--- config.mk ---
export PLATFORM = sky130hd
export DESIGN_NAME = gbkn_ctrl
export DESIGN_NICKNAME = d
export VERILOG_FILES = /design/src/rtl/gbkn_pkg.sv /design/src/rtl/gbkn_ctrl.sv
export SDC_FILE = /design/constraint.sdc
export NUM_CORES = 1
export LEC_CHECK = 0
export BUFFER_PORTS_ARGS = -buffer_cell sky130_fd_sc_hd__buf_2
export CORE_AREA = 2 2 39 41
export CTS_CLUSTER_DIAMETER = 200
export CTS_CLUSTER_SIZE = 8
export DETAILED_ROUTE_END_ITERATION = 8
export DIE_AREA = 0 0 41 43
export SETUP_SLACK_MARGIN = 0.02
export SLEW_MARGIN = 20
export SYNTH_ARGS = -nofsm -noshare
export SYNTH_HDL_FRONTEND = slang
export SYNTH_SLANG_ARGS = --single-unit
--- constraint.sdc ---
create_clock -name clk -period 1.2 [get_ports clk]
set_input_delay 0.24 -clock clk [delete_from_list [all_inputs] [get_ports clk]]
set_output_delay 0.24 -clock clk [all_outputs]
set_load 0.01 [all_outputs]
--- src/rtl/gbkn_pkg.sv ---
// Shared types and constants for the grid-binned keypoint neighbour search.
// Holds command and status codes, the controller/datapath interface structs
// and the parameter defaults. Depends on nothing.
`default_nettype none

package gbkn_pkg;

    localparam int MAX_POINTS_DEF  = 1024;
    localparam int CELL_SIZE_DEF   = 16;
    localparam int MAX_MATCHES_DEF = 64;

    localparam int CFG_W = 12;
    localparam logic [CFG_W-1:0] FRAME_W_RST = 12'd640;
    localparam logic [CFG_W-1:0] FRAME_H_RST = 12'd480;

    // Register index as decoded from paddr[2]
    localparam logic REG_FRAME_W = 1'b0;
    localparam logic REG_FRAME_H = 1'b1;

    // Reciprocal shift for dividing pixel values by the cell size
    localparam int RECIP_SHIFT = 20;

    typedef enum logic [1:0] {
        CMD_CLEAR = 2'd0,
        CMD_LOAD  = 2'd1,
        CMD_QUERY = 2'd2,
        CMD_NOP   = 2'd3
    } cmd_t;

    typedef enum logic [1:0] {
        ST_OK      = 2'd0,
        ST_OUTSIDE = 2'd1,
        ST_FULL    = 2'd2
    } status_t;

    typedef struct packed {
        logic take_in;
        logic clear_store;
        logic scan_start;
        logic scan_rd;
        logic feed_load;
        logic load_commit;
        logic emit_empty;
        logic emit_head;
    } dp_cmd_t;

    typedef struct packed {
        cmd_t new_cmd;
        logic scan_done;
        logic pipe_busy;
        logic out_free;
        logic list_empty;
        logic list_one;
    } dp_stat_t;

endpackage

`default_nettype wire

--- src/rtl/gbkn_ctrl.sv ---
// Controller state machine for the neighbour search: sequences clear, load
// and query requests and drives the datapath. Depends on gbkn_pkg.
`default_nettype none

module gbkn_ctrl
(
    input  wire logic              clk,
    input  wire logic              rst_n,
    input  wire logic              s_tvalid,
    output logic                   s_tready,
    input  wire gbkn_pkg::dp_stat_t stat,
    output gbkn_pkg::dp_cmd_t      cmd
);
    import gbkn_pkg::*;

    typedef enum logic [2:0] {
        S_IDLE,
        S_LOAD_FEED,
        S_LOAD_WAIT,
        S_LOAD_DONE,
        S_SCAN,
        S_DRAIN,
        S_EMIT
    } state_t;

    state_t state_reg;
    state_t state_next;

    always_comb
    begin
        cmd        = '0;
        state_next = state_reg;
        s_tready   = (state_reg == S_IDLE);
        case (state_reg)
            S_IDLE:
            begin
                if (s_tvalid)
                begin
                    cmd.take_in = 1'b1;
                    case (stat.new_cmd)
                        CMD_CLEAR: cmd.clear_store = 1'b1;
                        CMD_LOAD:  state_next = S_LOAD_FEED;
                        CMD_QUERY:
                        begin
                            cmd.scan_start = 1'b1;
                            state_next     = S_SCAN;
                        end
                        default:   state_next = S_IDLE;
                    endcase
                end
            end
            S_LOAD_FEED:
            begin
                cmd.feed_load = 1'b1;
                state_next    = S_LOAD_WAIT;
            end
            S_LOAD_WAIT: state_next = S_LOAD_DONE;
            S_LOAD_DONE:
            begin
                if (stat.out_free)
                begin
                    cmd.load_commit = 1'b1;
                    state_next      = S_IDLE;
                end
            end
            S_SCAN:
            begin
                if (stat.scan_done)
                    state_next = S_DRAIN;
                else
                    cmd.scan_rd = 1'b1;
            end
            S_DRAIN:
            begin
                if (!stat.pipe_busy)
                    state_next = S_EMIT;
            end
            S_EMIT:
            begin
                if (stat.out_free)
                begin
                    if (stat.list_empty)
                    begin
                        cmd.emit_empty = 1'b1;
                        state_next     = S_IDLE;
                    end
                    else
                    begin
                        cmd.emit_head = 1'b1;
                        if (stat.list_one)
                            state_next = S_IDLE;
                    end
                end
            end
            default: state_next = S_IDLE;
        endcase
    end

    always_ff @(posedge clk or negedge rst_n)
    begin
        if (!rst_n)
            state_reg <= S_IDLE;
        else
            state_reg <= state_next;
    end

endmodule

`default_nettype wire

# == After elaboration in Yosys (flattened, before gate mapping) ==
# Index checks and enable logic that the tools add are counted.
# W data, S select, Z words.
# word_totals
output_inout_bits,9
word_cells,41
in_bits,10
register_bits,3
# classes
eq_ne,15
muxes,22
n_reduce_logical,3
# ops
cell,count
$mux W3,9
$pmux W3 S7,1
$ne A2 B2 Y1 const B,6
$eq A3 B3 Y1 const B,3
$mux W1,9
$pmux W3 S3,1
$reduce_and A7 Y1,1
$eq A3 B2 Y1 const B,2
$mux W2,2
$eq A3 B1 Y1 const B,1
$logic_not A3 Y1,1
$ne A3 B3 Y1 const B,1
$eq A2 B1 Y1 const B,1
$eq A2 B2 Y1 const B,1
$logic_not A2 Y1,1

# == Logic depth before layout (Yosys ltp) ==
# logic_depth
ltp_word,4
mapped_depth,4
ltp_nobuf,3

# == Worst setup path after synthesis ==
# Ideal clock, no wire load.
# synth_timing
path_kind,register to output
startpoint,register state_reg[2]
endpoint,output port cmd[6] (netlist name)
stages_incl_launch_ff,5
t_arrival_ps,1171
n_path_buf,1
setup_slack_ps,-211
t_required_ps,960
cell_sequence,dfrtp_1 > buf_6 > nor3_2 > nand2_1 > nor3_1
# synth_lines
item,line,text
start: declaration,gbkn_ctrl.sv:26,state_t state_reg;
start signal: assignment,gbkn_ctrl.sv:104,state_reg <= state_next;
end: declaration,gbkn_ctrl.sv:12,output gbkn_pkg::dp_cmd_t cmd

==> flow_summary.toml <==
[global_routing]
grt_pass1_vias = 360
grt_antenna_before_repair = 0
grt_max_degree = 14
grt_pass1_wl_mm = 1.58
grtUsageTotal = 0.140
grt-ovfl-total = 0

[pwr]
switching_power_uw = 486
combPwrFrac = 0.662
vdd_drop_max_mv = 0.819
powerDensity_mw_per_mm2 = 2230
switching_share = 0.397
internal_power_uw = 739
pwr-share-clk = 0.146
p_seq_frac = 0.192
p_leak_uw = 0.000269

[synth]
syn_avg_cell_area_um2 = 7.91
synthesis.nets = 50
yosys.area.top_type = "dfrtp_1"
synth_cells = 40
ys_seq_area_frac = 0.237
yosysWarnings = 0
synth-seq-cells = 3
synthTopCellsByArea = "dfrtp_1 (24%), buf_6 (7.1%), nor2_1 (7.1%)"
yosys.cell_types.count = 22
syn_area_um2 = 317
yosys.area.top_type_share = 0.237

[worst_hold_path]
hp-class = "input pin to register"
hold_depth = 3
hold_start = "s_tvalid"
hold-path-endpoint = "state_reg[2]$_DFFE_PN0P_"

[finish]
final_cell_mix = "buf_2 (17), buf_6 (7), nor2_1 (6)"
finalNonFillerCells = 84
area_growth_pct = 73.5
post-route-cell-area_um2 = 549
largest_reg_flops = 3
final_util = 0.397
drive_gt1_frac = 0.544
layout_commonest_cell = "buf_2"
num-nets-final = 79
antenna_cells = 0

[clock_network]
clock_path_buffers = 2
tritoncts = "done"
cts.clk_slew.worst_paths_ns = 0.04
clk_latency_ns = 0.23
clock-sinks = 3
htree_num_levels = 1
clock_tree.root_cell = "clkbuf_4"
cts_buffers = 3

[timing]
tightest_slew_ns = 0.169
clock_skew_ns = 0.000374
setup_viol_count_final = 10
max_slew_margin = 0.886
finalCritPeriodShare = 1.26
maxSlewViolCount = 0
fin_ws_ns = -0.311
finalHoldViolations = 0
grt_setup_unrepaired = "true"
fmax_mhz = 662
min_period_ns = 1.51
timing.hold.ws_ns = 0.331

[routing]
antenna_left = 0
via_count = 378
drtPass1Iterations = 3
via_per_inst = 4.50
first_iter_violations = 12
drc_errors = 0
wl_per_cell_um = 11.6
finalWirelength_um = 976

[setup_path]
critPathMaxStageDelay_ns = 0.43
reg2reg_from = "state_reg[2]$_DFFE_PN0P_"
reg2regPathDepth = 5
arrival_ns = 1.27
setup.worst_path.start = "state_reg[2]$_DFFE_PN0P_"
path_delay_family = "simple AND/OR/NAND/NOR gates"
startpoint_type = "register"
critPathSlowestCell = "dfrtp_2"
reg2reg_slack_ns = -0.07
path_cells = "nor3_4 > nand2_2 > nor3b_2 > buf_2"
crit_fanout = 4
crit_type = "register to output port"
endpoint_kind = "output port"
r2r-end = "state_reg[1]$_DFFE_PN0P_"
crit_required_ns = 0.96
critical_path_buf_inv_count = 1

[floorplan]
boundaryPins = 19
die_x_um = 41
start_util = 0.229
die-area_mm2 = 0.00176
coreArea_mm2 = 0.00138
core.rowCount = 14
die_h_um = 43

[place]
gp_congestion = 0.751
pre_cts_slack_ns = -0.0798
dpl_cell_area_um2 = 450
numPortBuffers = 18
dp_cells = 76

[run_status]
status = "finished with violations"
violations = "setup timing"

[run]
drv_cap = 0
final cells by class:
cell class / count / area, um^2
clock buffers: 4 / 26.3
fillers: 151 / 835
inverters: 2 / 7.51
multi-input cells: 32 / 229
flip-flops and latches: 3 / 77.6
well taps: 16 / 20.0
repair buffers: 27 / 189
metal layers:
metal	GRT usage	wire length (um)	vias up
li1	-	-	200
met1	0.155	422	170
met2	0.206	516	8
met3	0.0524	37	0
met4	0.100	0	0
met5	0	0	-
worst max path at each step:
stage / end / depth (start not counted)
2_1_floorplan: cmd[5] / 4
3_3_place_gp: cmd[1] / 4
3_5_place_dp: cmd[5] / 4
4_1_cts: cmd[5] / 4
5_1_grt: cmd[5] / 4
6_report: cmd[5] / 4
per-stage QoR:
step	power [uW]	setup TNS [ns]
detailed placement	837	-0.300
floorplan	645	-0.177
global placement	826	-0.257
finish	1220	-2.23
CTS	1120	-2.31
global route	1310	-2.90
cells in the mapped netlist, drive strengths merged:
cell type  instances
nor2               6
nor3               3
o21ai              4
nor3b              1
inv                2
and2               1
or2b               1
a21oi              3
nor4b              1
nand2b             2
nand3b             1
a22o               1
and4b              1
buf                3
o311a              1
maj3               1
dfrtp              3
nand2              3
nand4b             1
a22oi              1
kinds of logic after synthesis:
logic type	share of synthesized area
buffers and inverters	0.111
adder cells (fa/ha/maj)	0.0356
AO/OA/AOI/OAI	0.194
flip-flops	0.237
AND/OR/NAND/NOR	0.423
power by group through the flow:
stage	sequential (uW)	clock, uW	combinational, uW
after floorplan	189	0	456
after global placement	231	0	595
after detailed placement	234	0	603
after CTS	232	185	707
after global routing	250	187	877
final	236	178	811
what timing repair did:
action | in CTS | in global routing
gates cloned | 0 | 0
endpoints found under the setup margin | 10 | 12
pin swaps | 4 | 6
setup buffers | 2 | 1
hold endpoints to repair | 3 | 0
hold buffers | 1 | 0
gates resized for setup | 5 | 6
worst min-delay path: stages:
cell	delay, ns
buf_2	0.11
a22oi_1	0.08
o21ai_0	0.08
No activity file was read; power rests on OpenSTA's default activity.
